**src/hdl/scd_pkg.sv**
```systemverilog
// Shared types, constants and the month table of the seconds-to-calendar converter.
package scd_pkg;

  // Register stages between the request input and the result output.
  localparam int NUM_STAGES = 6;

  typedef logic [NUM_STAGES-1:0] stage_en_t;

  // Calendar constants.
  localparam int unsigned SECS_PER_DAY  = 86400;
  localparam int unsigned SECS_PER_HOUR = 3600;
  localparam int unsigned SECS_PER_MIN  = 60;
  localparam int unsigned JDN_AT_EPOCH  = 2440588;
  localparam int unsigned JDN_SHIFT     = 32044;
  localparam int unsigned DAYS_PER_400Y = 146097;
  localparam int unsigned DAYS_PER_4Y   = 1461;
  localparam int unsigned DAYS_PER_5M   = 153;

  // Julian day plus the conversion shift, relative to the epoch day count.
  localparam int unsigned A_OFFSET = JDN_AT_EPOCH + JDN_SHIFT;
  // Offset of 4*a + 3 relative to 4 * day count.
  localparam int unsigned B_OFFSET = 4 * A_OFFSET + 3;
  // Over the whole input range the 400-year index b is 67, 68 or 69.
  localparam int unsigned B_FIRST  = 67;
  localparam int unsigned B_THR_1  = (B_FIRST + 1) * DAYS_PER_400Y;
  localparam int unsigned B_THR_2  = (B_FIRST + 2) * DAYS_PER_400Y;
  localparam int unsigned B_CUT_0  = (B_FIRST * DAYS_PER_400Y) / 4;
  localparam int unsigned B_CUT_1  = ((B_FIRST + 1) * DAYS_PER_400Y) / 4;
  localparam int unsigned B_CUT_2  = ((B_FIRST + 2) * DAYS_PER_400Y) / 4;
  // 100 * 67 - 4800: the year at the first value of b.
  localparam int unsigned YEAR_BASE = 100 * B_FIRST - 4800;
  // Julian day of the epoch modulo 7, for the weekday.
  localparam int unsigned WDAY_OFFSET = JDN_AT_EPOCH % 7;

  // Reciprocals for exact division by constants: q = (x * RECIP) >> SHIFT.
  localparam logic [25:0] DAY_RECIP  = 26'd50903317;  // x / 675, x < 2^25
  localparam int          DAY_SHIFT  = 35;
  localparam logic [16:0] WDAY_RECIP = 17'd74899;     // x / 7, x < 2^16
  localparam int          WDAY_SHIFT = 19;
  localparam logic [18:0] Y4_RECIP   = 19'd367469;    // x / 1461, x < 2^18
  localparam int          Y4_SHIFT   = 29;
  localparam logic [11:0] M5_RECIP   = 12'd3427;      // x / 153, x < 2^11
  localparam int          M5_SHIFT   = 19;
  localparam logic [13:0] HOUR_RECIP = 14'd9321;      // x / 225, x < 2^13
  localparam int          HOUR_SHIFT = 21;
  localparam logic [12:0] MIN_RECIP  = 13'd4370;      // x / 60, x < 2^12
  localparam int          MIN_SHIFT  = 18;

  // Month index at which the year rolls over (March-based months).
  localparam logic [3:0] M_ROLL = 4'd10;

  // Days before the start of a March-based month: (153 * m + 2) / 5.
  function automatic logic [8:0] month_base(input logic [3:0] m);
    logic [8:0] base;
    unique case (m)
      4'd0:    base = 9'd0;
      4'd1:    base = 9'd31;
      4'd2:    base = 9'd61;
      4'd3:    base = 9'd92;
      4'd4:    base = 9'd122;
      4'd5:    base = 9'd153;
      4'd6:    base = 9'd184;
      4'd7:    base = 9'd214;
      4'd8:    base = 9'd245;
      4'd9:    base = 9'd275;
      4'd10:   base = 9'd306;
      4'd11:   base = 9'd337;
      default: base = 9'd0;
    endcase
    return base;
  endfunction

endpackage

```
**src/hdl/scd_pipe_ctrl.sv**
```systemverilog
// Valid bits and per-stage load enables of the conversion pipeline.
module scd_pipe_ctrl (
  input  logic                 clk,
  input  logic                 rst_n,
  input  logic                 in_valid,
  output logic                 in_ready,
  output logic                 out_valid,
  input  logic                 out_ready,
  output scd_pkg::stage_en_t   en
);

  scd_pkg::stage_en_t v_r;
  scd_pkg::stage_en_t v_nxt;
  logic [scd_pkg::NUM_STAGES:0] rdy;
  logic in_acc;
  logic out_acc;

  // A stage may load when it is empty or its content moves on in the same cycle.
  always_comb begin
    rdy[scd_pkg::NUM_STAGES] = out_ready;
    for (int k = scd_pkg::NUM_STAGES - 1; k >= 0; k--) begin
      rdy[k] = !v_r[k] || rdy[k+1];
    end
  end

  assign en = rdy[scd_pkg::NUM_STAGES-1:0];

  always_comb begin
    v_nxt[0] = en[0] ? in_valid : v_r[0];
    for (int k = 1; k < scd_pkg::NUM_STAGES; k++) begin
      if (en[k]) begin
        v_nxt[k] = v_r[k-1];
      end else begin
        v_nxt[k] = v_r[k];
      end
    end
  end

  always_ff @(posedge clk) begin
    if (!rst_n) begin
      v_r <= '0;
    end else begin
      v_r <= v_nxt;
    end
  end

  assign in_ready  = rdy[0] && rst_n;
  assign out_valid = v_r[scd_pkg::NUM_STAGES-1];
  assign in_acc    = in_valid && in_ready;
  assign out_acc   = out_valid && out_ready;

  // A held stage keeps its request.
  a_hold_keeps_valid: assert property (@(posedge clk) disable iff (!rst_n)
    $past(rst_n) |-> (($past(v_r & ~en) & ~v_r) == '0))
    else $error("stalled pipeline stage lost its request");

  // Requests in flight change only by what enters and what leaves.
  a_conserve: assert property (@(posedge clk) disable iff (!rst_n)
    $past(rst_n) |-> ($countones(v_r) + int'($past(out_acc))
                      == $countones($past(v_r)) + int'($past(in_acc))))
    else $error("request count in the pipeline is not conserved");

  // An empty first stage always takes a request.
  a_empty_ready: assert property (@(posedge clk) disable iff (!rst_n)
    !v_r[0] |-> in_ready)
    else $error("input refused although the first stage is empty");

endmodule

```
**src/hdl/scd_day_split.sv**
```systemverilog
// Splits the seconds count into whole days and seconds of the day.
module scd_day_split (
  input  logic                clk,
  input  scd_pkg::stage_en_t  en,
  input  logic [31:0]         in_epoch_seconds,
  output logic [15:0]         days,
  output logic [16:0]         sec_of_day
);

  logic [31:0] secs_r;
  logic [15:0] days_r;
  logic [15:0] days_nxt;
  logic [50:0] day_prod;
  logic [16:0] sod_r;
  logic [16:0] sod_nxt;

  // 86400 = 128 * 675: drop the low seven bits, then divide by 675.
  assign day_prod = 51'(in_epoch_seconds[31:7]) * 51'(scd_pkg::DAY_RECIP);
  assign days_nxt = day_prod[scd_pkg::DAY_SHIFT +: 16];

  assign sod_nxt = 17'(secs_r - (32'(days_r) * 32'(scd_pkg::SECS_PER_DAY)));

  always_ff @(posedge clk) begin
    if (en[0]) begin
      secs_r <= in_epoch_seconds;
      days_r <= days_nxt;
    end
    if (en[1]) begin
      sod_r <= sod_nxt;
    end
  end

  assign days       = days_r;
  assign sec_of_day = sod_r;

endmodule

```
**src/hdl/scd_tod_path.sv**
```systemverilog
// Hours, minutes and seconds from the seconds of the day.
module scd_tod_path (
  input  logic                clk,
  input  scd_pkg::stage_en_t  en,
  input  logic [16:0]         sec_of_day,
  output logic [4:0]          hours,
  output logic [5:0]          minutes,
  output logic [5:0]          seconds
);

  logic [26:0] hour_prod;
  logic [4:0]  hours3_r;
  logic [16:0] sod3_r;
  logic [11:0] soh_nxt;
  logic [11:0] soh4_r;
  logic [4:0]  hours4_r;
  logic [24:0] min_prod;
  logic [5:0]  min5_r;
  logic [11:0] soh5_r;
  logic [4:0]  hours5_r;
  logic [5:0]  sec_nxt;
  logic [4:0]  hours_r;
  logic [5:0]  minutes_r;
  logic [5:0]  seconds_r;

  // 3600 = 16 * 225.
  assign hour_prod = 27'(sec_of_day[16:4]) * 27'(scd_pkg::HOUR_RECIP);
  assign soh_nxt   = 12'(sod3_r - 17'(17'(hours3_r) * 17'(scd_pkg::SECS_PER_HOUR)));
  assign min_prod  = 25'(soh4_r) * 25'(scd_pkg::MIN_RECIP);
  assign sec_nxt   = 6'(soh5_r - 12'(12'(min5_r) * 12'(scd_pkg::SECS_PER_MIN)));

  always_ff @(posedge clk) begin
    if (en[2]) begin
      hours3_r <= hour_prod[scd_pkg::HOUR_SHIFT +: 5];
      sod3_r   <= sec_of_day;
    end
    if (en[3]) begin
      soh4_r   <= soh_nxt;
      hours4_r <= hours3_r;
    end
    if (en[4]) begin
      min5_r   <= min_prod[scd_pkg::MIN_SHIFT +: 6];
      soh5_r   <= soh4_r;
      hours5_r <= hours4_r;
    end
    if (en[5]) begin
      hours_r   <= hours5_r;
      minutes_r <= min5_r;
      seconds_r <= sec_nxt;
    end
  end

  assign hours   = hours_r;
  assign minutes = minutes_r;
  assign seconds = seconds_r;

endmodule

```
**src/hdl/scd_date_path.sv**
```systemverilog
// Julian-day-to-Gregorian conversion and weekday from the day count.
module scd_date_path (
  input  logic                clk,
  input  scd_pkg::stage_en_t  en,
  input  logic [15:0]         days,
  output logic [11:0]         year,
  output logic [3:0]          month,
  output logic [4:0]          day_of_month,
  output logic [2:0]          weekday
);

  // Stage 2: 400-year index, day within the 400-year cycle, weekday quotient.
  logic [23:0] b_num;
  logic [1:0]  bsel_nxt;
  logic [21:0] a_val;
  logic [21:0] b_cut;
  logic [15:0] dp3;
  logic [32:0] wday_prod;
  logic [1:0]  bsel2_r;
  logic [15:0] c2_r;
  logic [15:0] dp3_r;
  logic [12:0] q7_r;

  // Stage 3 and on.
  logic [17:0] c_num;
  logic [36:0] y4_prod;
  logic [2:0]  wday_nxt;
  logic [1:0]  bsel3_r;
  logic [15:0] c3_r;
  logic [6:0]  d3_r;
  logic [2:0]  wday3_r;
  logic [8:0]  e_nxt;
  logic [1:0]  bsel4_r;
  logic [6:0]  d4_r;
  logic [8:0]  e4_r;
  logic [2:0]  wday4_r;
  logic [22:0] m5_prod;
  logic [10:0] m_num;
  logic [1:0]  bsel5_r;
  logic [6:0]  d5_r;
  logic [8:0]  e5_r;
  logic [3:0]  m5_r;
  logic [2:0]  wday5_r;
  logic        roll;
  logic [11:0] year_nxt;
  logic [3:0]  month_nxt;
  logic [8:0]  mday_nxt;
  logic [11:0] year_r;
  logic [3:0]  month_r;
  logic [4:0]  mday_r;
  logic [2:0]  wday_r;

  // b can only be 67, 68 or 69, so two compares replace the division.
  assign b_num = {days, 2'b00} + 24'(scd_pkg::B_OFFSET);
  assign a_val = 22'(days) + 22'(scd_pkg::A_OFFSET);

  always_comb begin
    priority if (b_num >= 24'(scd_pkg::B_THR_2)) begin
      bsel_nxt = 2'd2;
      b_cut    = 22'(scd_pkg::B_CUT_2);
    end else if (b_num >= 24'(scd_pkg::B_THR_1)) begin
      bsel_nxt = 2'd1;
      b_cut    = 22'(scd_pkg::B_CUT_1);
    end else begin
      bsel_nxt = 2'd0;
      b_cut    = 22'(scd_pkg::B_CUT_0);
    end
  end

  assign dp3       = days + 16'(scd_pkg::WDAY_OFFSET);
  assign wday_prod = 33'(dp3) * 33'(scd_pkg::WDAY_RECIP);

  assign c_num    = {c2_r, 2'b11};
  assign y4_prod  = 37'(c_num) * 37'(scd_pkg::Y4_RECIP);
  assign wday_nxt = 3'(dp3_r - 16'(16'(q7_r) * 16'd7));

  assign e_nxt = 9'(c3_r - 16'((18'(d3_r) * 18'(scd_pkg::DAYS_PER_4Y)) >> 2));

  assign m_num   = 11'(e4_r) * 11'd5 + 11'd2;
  assign m5_prod = 23'(m_num) * 23'(scd_pkg::M5_RECIP);

  // Months run from March; January and February belong to the next year.
  assign roll      = (m5_r >= scd_pkg::M_ROLL);
  assign month_nxt = roll ? 4'(m5_r - 4'd9) : 4'(m5_r + 4'd3);
  assign year_nxt  = 12'(scd_pkg::YEAR_BASE) + 12'(bsel5_r) * 12'd100
                     + 12'(d5_r) + 12'(roll);
  assign mday_nxt  = e5_r - scd_pkg::month_base(m5_r) + 9'd1;

  always_ff @(posedge clk) begin
    if (en[1]) begin
      bsel2_r <= bsel_nxt;
      c2_r    <= 16'(a_val - b_cut);
      dp3_r   <= dp3;
      q7_r    <= wday_prod[scd_pkg::WDAY_SHIFT +: 13];
    end
    if (en[2]) begin
      bsel3_r <= bsel2_r;
      c3_r    <= c2_r;
      d3_r    <= y4_prod[scd_pkg::Y4_SHIFT +: 7];
      wday3_r <= wday_nxt;
    end
    if (en[3]) begin
      bsel4_r <= bsel3_r;
      d4_r    <= d3_r;
      e4_r    <= e_nxt;
      wday4_r <= wday3_r;
    end
    if (en[4]) begin
      bsel5_r <= bsel4_r;
      d5_r    <= d4_r;
      e5_r    <= e4_r;
      m5_r    <= m5_prod[scd_pkg::M5_SHIFT +: 4];
      wday5_r <= wday4_r;
    end
    if (en[5]) begin
      year_r  <= year_nxt;
      month_r <= month_nxt;
      mday_r  <= mday_nxt[4:0];
      wday_r  <= wday5_r;
    end
  end

  assign year         = year_r;
  assign month        = month_r;
  assign day_of_month = mday_r;
  assign weekday      = wday_r;

endmodule

```
**src/hdl/seconds_to_calendar_date_unit.sv**
```systemverilog
// Top level of the seconds-to-calendar-date converter.
// Converts an unsigned 32-bit count of seconds since 1970-01-01 00:00:00 into the
// Gregorian date, the time of day and the weekday (0 is Monday). Every input value is
// valid. The converter is a six-stage pipeline: a request is loaded into the first stage
// at the edge that accepts it, and its result moves stage by stage into the output
// registers; one request can be taken in every cycle while the output is not stalled.
// Each stage holds at most one request and loads whenever it is empty or its content
// moves on, so ready follows stage occupancy and gaps are squeezed out while the output
// is stalled. The stage depth is set by the constant-reciprocal multiplications.
module seconds_to_calendar_date_unit (
  input  logic        clk,
  input  logic        rst_n,
  input  logic        in_valid,
  output logic        in_ready,
  input  logic [31:0] in_epoch_seconds,
  output logic        out_valid,
  input  logic        out_ready,
  output logic [11:0] out_year,
  output logic [3:0]  out_month,
  output logic [4:0]  out_day_of_month,
  output logic [4:0]  out_hours,
  output logic [5:0]  out_minutes,
  output logic [5:0]  out_seconds,
  output logic [2:0]  out_weekday
);

  scd_pkg::stage_en_t en;
  logic [15:0] days;
  logic [16:0] sec_of_day;

  scd_pipe_ctrl u_ctrl (
    .clk       (clk),
    .rst_n     (rst_n),
    .in_valid  (in_valid),
    .in_ready  (in_ready),
    .out_valid (out_valid),
    .out_ready (out_ready),
    .en        (en)
  );

  scd_day_split u_split (
    .clk              (clk),
    .en               (en),
    .in_epoch_seconds (in_epoch_seconds),
    .days             (days),
    .sec_of_day       (sec_of_day)
  );

  scd_tod_path u_tod (
    .clk        (clk),
    .en         (en),
    .sec_of_day (sec_of_day),
    .hours      (out_hours),
    .minutes    (out_minutes),
    .seconds    (out_seconds)
  );

  scd_date_path u_date (
    .clk          (clk),
    .en           (en),
    .days         (days),
    .year         (out_year),
    .month        (out_month),
    .day_of_month (out_day_of_month),
    .weekday      (out_weekday)
  );

  // Every delivered result is a real calendar date and time.
  a_out_range: assert property (@(posedge clk) disable iff (!rst_n)
    out_valid |-> (out_month >= 4'd1 && out_month <= 4'd12 && out_day_of_month != 5'd0
                   && out_hours <= 5'd23 && out_minutes <= 6'd59
                   && out_seconds <= 6'd59 && out_weekday <= 3'd6))
    else $error("result field out of calendar range");

endmodule
```
**config.mk**
```make
export PLATFORM = sky130hd
export DESIGN_NAME = seconds_to_calendar_date_unit
export DESIGN_NICKNAME = d
export VERILOG_FILES = /design/src/hdl/scd_pkg.sv /design/src/hdl/scd_pipe_ctrl.sv /design/src/hdl/scd_day_split.sv /design/src/hdl/scd_tod_path.sv /design/src/hdl/scd_date_path.sv /design/src/hdl/seconds_to_calendar_date_unit.sv
export SDC_FILE = /design/constraint.sdc
export NUM_CORES = 2
export LEC_CHECK = 0
export BUFFER_PORTS_ARGS = -buffer_cell sky130_fd_sc_hd__buf_2
export CORE_MARGIN = 2
export CORE_UTILIZATION = 55
export CTS_CLUSTER_SIZE = 20
export DETAILED_ROUTE_END_ITERATION = 8
export GPL_TIMING_DRIVEN = 0
export HOLD_SLACK_MARGIN = 0.15
export PLACE_DENSITY = 0.8
export RECOVER_POWER = 25
export SETUP_SLACK_MARGIN = 0.05
export SLEW_MARGIN = 20
export SYNTH_ARGS = -nofsm -noshare
export SYNTH_HDL_FRONTEND = slang
export SYNTH_SLANG_ARGS = --single-unit
```
**constraint.sdc**
```tcl
create_clock -name clk -period 21.3 [get_ports clk]
set_input_delay 2.13 -clock clk [delete_from_list [all_inputs] [get_ports clk]]
set_output_delay 2.13 -clock clk [all_outputs]
set_load 0.02 [all_outputs]
```
# Word level (Yosys, flattened, before mapping)
# Memory sizes are Yosys's and may differ from the RTL's. A register that Yosys moved wholly into a read port is not among the register bits.
# Index checks and enable logic that the tools add are counted.
# Widths: inputs -> output; s select.
[op_classes]
addsub = 17
multipliers = 13
n_lt_le_gt_ge = 3
mux = 5
reduce_logical = 13
[op_table]
columns = ["cell", "count"]
rows = [
  ["$mul 25x26->51 const B", 1],
  ["$ge 24x24->1 const B", 2],
  ["$mul 18x19->36 const B", 1],
  ["$mul 16x17->32 const B", 1],
  ["$mux 16", 2],
  ["$mul 13x14->26 const B", 1],
  ["$add 18x24->24 const B", 1],
  ["$mul 11x12->23 const B", 1],
  ["$mul 12x12->23 const B", 1],
  ["$sub 17x17->17", 1],
  ["$add 16x16->16 const B", 1],
  ["$add 16x2->16 const B", 1],
  ["$mul 16x10->10 const B", 1],
  ["$sub 16x16->16", 1],
  ["$mul 13x3->3 const B", 1],
  ["$add 11x9->12 const A", 1],
  ["$add 12x1->12", 1],
  ["$add 12x7->12", 1],
  ["$sub 12x12->12", 1],
  ["$add 11x2->11 const B", 1],
  ["$mul 7x11->11 const B", 1],
  ["$mul 9x3->11 const B", 1],
  ["$sub 9x9->9", 1],
  ["$mul 5x8->8 const B", 1],
  ["14 further kinds", 25],
]
[word_totals]
regBits = 245
romBits = 144
inputBits = 36
output_inout_bits = 43
elab_cells = 92
memories = 1
[memory_table]
columns = ["name", "depth", "word_bits", "read_ports", "rd_clocked_by_memory_dff", "write_ports", "line", "source"]
rows = [
  ["(no name shown)", 16, 9, 1, 1, 0, "scd_pkg.sv:55", "unique case (m)"],
]

# Longest topological paths before layout
[depth]
word_depth = 8
mapped_depth = 32
depth_no_buf = 32

# Modules after synthesis
# From an unflattened synthesis, not the netlist that was laid out.
[hier_totals]
hier_cells = 3332
area_unflattened_um2 = 35688.0
[modules_own_cells]
columns = ["module", "instances", "cells_per_inst", "area_per_inst_um2"]
rows = [
  ["scd_date_path", 1, 1581, 16940.0],
  ["scd_day_split", 1, 1193, 12269.3],
  ["scd_tod_path", 1, 528, 6222.2],
  ["scd_pipe_ctrl", 1, 30, 256.5],
]

# Worst setup path after synthesis
# OpenSTA, ideal clock, no wires.
[synth_timing]
path_type = "input -> register"
startpoint = "input in_epoch_seconds[26]"
endpoint = "register u_split.days_r[13], in the netlist u_split.days[13], data pin"
arrival_ns = 7.249
path_slack_ns = 13.793
cell_stages = 20
n_path_buf = 0
path_cell_list = "fa_1 -> ha_1 -> inv_1 -> fa_1 -> inv_1 -> fa_1 -> inv_1 -> fa_1 -> inv_1 -> fa_1 -> fa_1 -> ha_1 -> nand3_1 -> nor3_1 -> o211ai_1 -> a31oi_1 -> o21ai_0 -> o31ai_1 -> a21oi_1 -> xnor2_1"
[synth_between]
elab_chain_cells = 1
[synth_lines]
columns = ["item", "line", "source"]
rows = [
  ["start, declared", "seconds_to_calendar_date_unit.sv:15", "input logic [31:0] in_epoch_seconds,"],
  ["$mul 25x26->51", "scd_day_split.sv:18", "assign day_prod = 51'(in_epoch_seconds[31:7]) * 51'(scd_pkg::DAY_RECIP);"],
  ["net u_split.day_prod[48]", "scd_day_split.sv:13", "logic [50:0] day_prod;"],
  ["end signal, assigned", "scd_day_split.sv:26", "days_r <= days_nxt;"],
  ["end, declared", "scd_day_split.sv:11", "logic [15:0] days_r;"],
]
# The timed path passes the listed nets, and every way through them passes these cells.
# A chain may end at the register's enable or synchronous reset.

==> results.toml <==
[clock_tree]
cts_sinks = 240
cts_buffers = 26
cts-resized-gates = 0
hold_buffers = 0
cts_root_buffer = "clkbuf_16"
cts_max_path_buffers = 3
clock_latency_ps = 550
cts.htree.levels = 1
cts_setup_buffers = 0
cts_tree = "built"
path_clk_slew_ps = 70

[synth]
syn_inst = 3160
ys_async_sr_fraction_pct = 0
synth_seq_area_share_pct = 20.45
synthesis.area_mm2 = 0.03471
synth_edf_count = 229
ys_warn_count = 0
synth_nets = 4476
synth_top_flop_cell = "edfxtp_1"
synth_seq_cells = 240
syn_avg_cell_area_um2 = 10.98
synth_cell_types = 84

[drt]
routed_via_density = 5.280
drc = 0
totalWireLength_mm = 66.33
antenna_left = 0
first_iter_violations = 1115
vias = 21834
dr.pass1.iters = 5
wl_per_cell_um = 16.04

[layout]
drive_gt1_share_pct = 4.743
mostFrequentLayoutCells = "ha_1 (857), inv_1 (811), fa_1 (423)"
num_antenna_cells = 0
final_nets = 4586
syn_to_final_growth_pct = 6.968
mostFrequentLayoutCell = "ha_1"

[global_routing]
grt_pass1_wl_mm = 112.2
first_global_vias = 23187
grt_antenna_before_repair = 0
grtUsageTotal_pct = 21.52
gr-total-overflow = 0
grt_max_degree = 42

[sta]
slew-limit-headroom_pct = 45.33
rsz0062_at_grt = "no"
fmax_mhz = 122.0
tightest_slew_ps = 820.1
fin_setup_tns_ps = 0
setup_viol = 0
slew_violations = 0
fin_crit_sh_pct = 38.49
post-route-min-period_ps = 8198
skew_ps = 18.33
hold_viol_final = 0

[placement]
dp_hpwl_mm = 56.48
gp_congestion = 0.9358
portBuffers = 78

[worst_setup_path]
required_ps = 21730
crit_type = "reg2reg"
cp_max_fo = 6
cp-start-kind = "flip-flop"
arrival_ps = 8630
cp_common_cell = "ha_1"
cp_slowest_cell = "or4b_2"
slowest_delay_ps = 640
endpoint_kind = "flip-flop"

[floorplanning]
die_area_mm2 = 0.06513
io_pins = 79
die_w_um = 255.2
initial_core_util_pct = 55.33
fp-row-count = 92
core-area_mm2 = 0.06274
dieHeight_um = 255.2

[hold_path]
hp-class = "reg2reg"

[flow_run]
max-cap-violations = 0

[run_status]
status = "complete, no violations"
-- per-layer routing --
| layer | part of all wire (%) | global-route usage, % |
|---|---|---|
| met3 | 4.4 | 2.654 |
| met1 | 44 | 27.98 |
| met2 | 49 | 38.39 |
| met5 | 0 | 0 |
| met4 | 2.4 | 4.862 |
-- layout make-up --
cell class                      count  area (µm²)
Fill cell                        4985       25610
Multi-Input combinational cell   2092       24480
Sequential cell                   240        7097
Inverter                          814        3055
Tap cell                          846        1059
Clock buffer                       32       673.1
Timing Repair Buffer               82       474.2
Clock inverter                     15       202.7
Buffer                             14       82.58
-- worst max-delay path, delay by kind of cell (launching register included) --
family                     cells  cell delay (ps)
and+or+nand+nor                4             1380
AOI/OAI and AO/OA             13             2340
buffers and inverters          3              190
DFF                            1              520
adders and majority gates      9             3390
muxes                          1              240
-- final timing paths --
path / to / cells past startpoint / slack (ps) / start
max: flip-flop / 30 / 13100 / u_date.e4_r[1]$_DFFE_PP_
min: u_date.bsel4_r[0]$_DFFE_PP_ / 0 / 410 / u_date.bsel3_r[0]$_DFFE_PP_
max reg2reg: flip-flop / 30 / 13100 / u_date.e4_r[1]$_DFFE_PP_
min reg2reg: u_date.bsel4_r[0]$_DFFE_PP_ / 0 / 410 / u_date.bsel3_r[0]$_DFFE_PP_
-- logic make-up (layout without fill, tap and decap cells) --
group	count (synthesis)	after routing	share of synthesized area, %
AND/OR/NAND/NOR	307	307	4.535
buffers and inverters	828	957	9.041
XOR/XNOR	169	169	4.265
multiplexers	2	2	0.05768
flip-flops	240	240	20.45
AO/OA/AOI/OAI	334	334	6.363
adder cells (fa/ha/maj)	1280	1280	55.29
-- cell usage after synthesis (5+ instances only) --
library cell	n	area (µm²)
nor4_1	5	31.28
o211ai_1	8	60.06
and3_1	11	68.82
fa_1	423	8468
o21ai_0	66	330.3
a31oi_1	11	68.82
nand2b_1	11	68.82
o21bai_1	16	120.1
edfxtp_1	229	6877
a311oi_1	5	43.79
nand4_1	15	93.84
nand3_1	27	135.1
nand2_1	65	244.0
o2111ai_1	12	105.1
ha_1	857	10720
clkbuf_1	7	26.28
xnor2_1	128	1121
and2_1	8	50.05
a211o_1	5	43.79
or2_2	10	62.56
or3_1	7	43.79
xor2_1	41	359.1
o21a_1	16	120.1
nor3b_1	5	37.54
a211oi_1	7	52.55
dfxtp_1	11	220.2
nor2_1	73	274.0
inv_1	814	3055
nor2b_1	21	131.4
nor3_1	27	135.1
a21o_1	35	262.8
a21boi_0	5	37.54
a21oi_1	101	505.5
-- stage by stage --
stage          hold slack (ps)  utilization (%)  instances  setup slack (ps)  instance area (µm²)
2_1_floorplan            400.3                -       3160             13790                34710
3_3_place_gp             400.6            57.63       4084             12970                36160
3_5_place_dp             404.5            57.79       4088             12890                36250
4_1_cts                  418.3            59.19       4135             13050                37130
5_1_grt                  415.5            59.18       4135             12490                37130
6_report                 414.0            59.18       4135             13100                37130
-- state kept, by name, indices dropped and copies added, names as in the netlist, 5 cells and up, named ones only --
register and cells:
u_date.d3_r 7, u_ctrl.v_r 6, u_date.year 12, u_date.d5_r 7
u_tod.hours 5, u_date.e5_r 5, u_date.c2_r 16, u_date.d4_r 7
u_tod.soh5_r 6, u_split.secs_r 17, u_split.days 16, u_tod.hours3_r 5
u_tod.seconds 6, u_tod.sod3_r 12, u_tod.min5_r 6, u_tod.soh4_r 12
u_tod.hours5_r 5, u_date.e4_r 9, u_date.c3_r 9, u_date.day_of_month 5
u_tod.minutes 6, u_tod.hours4_r 5, u_split.sec_of_day 17
Power is not shown: default switching activity piles up to over one toggle a cycle in this logic, so the estimate is an artifact.
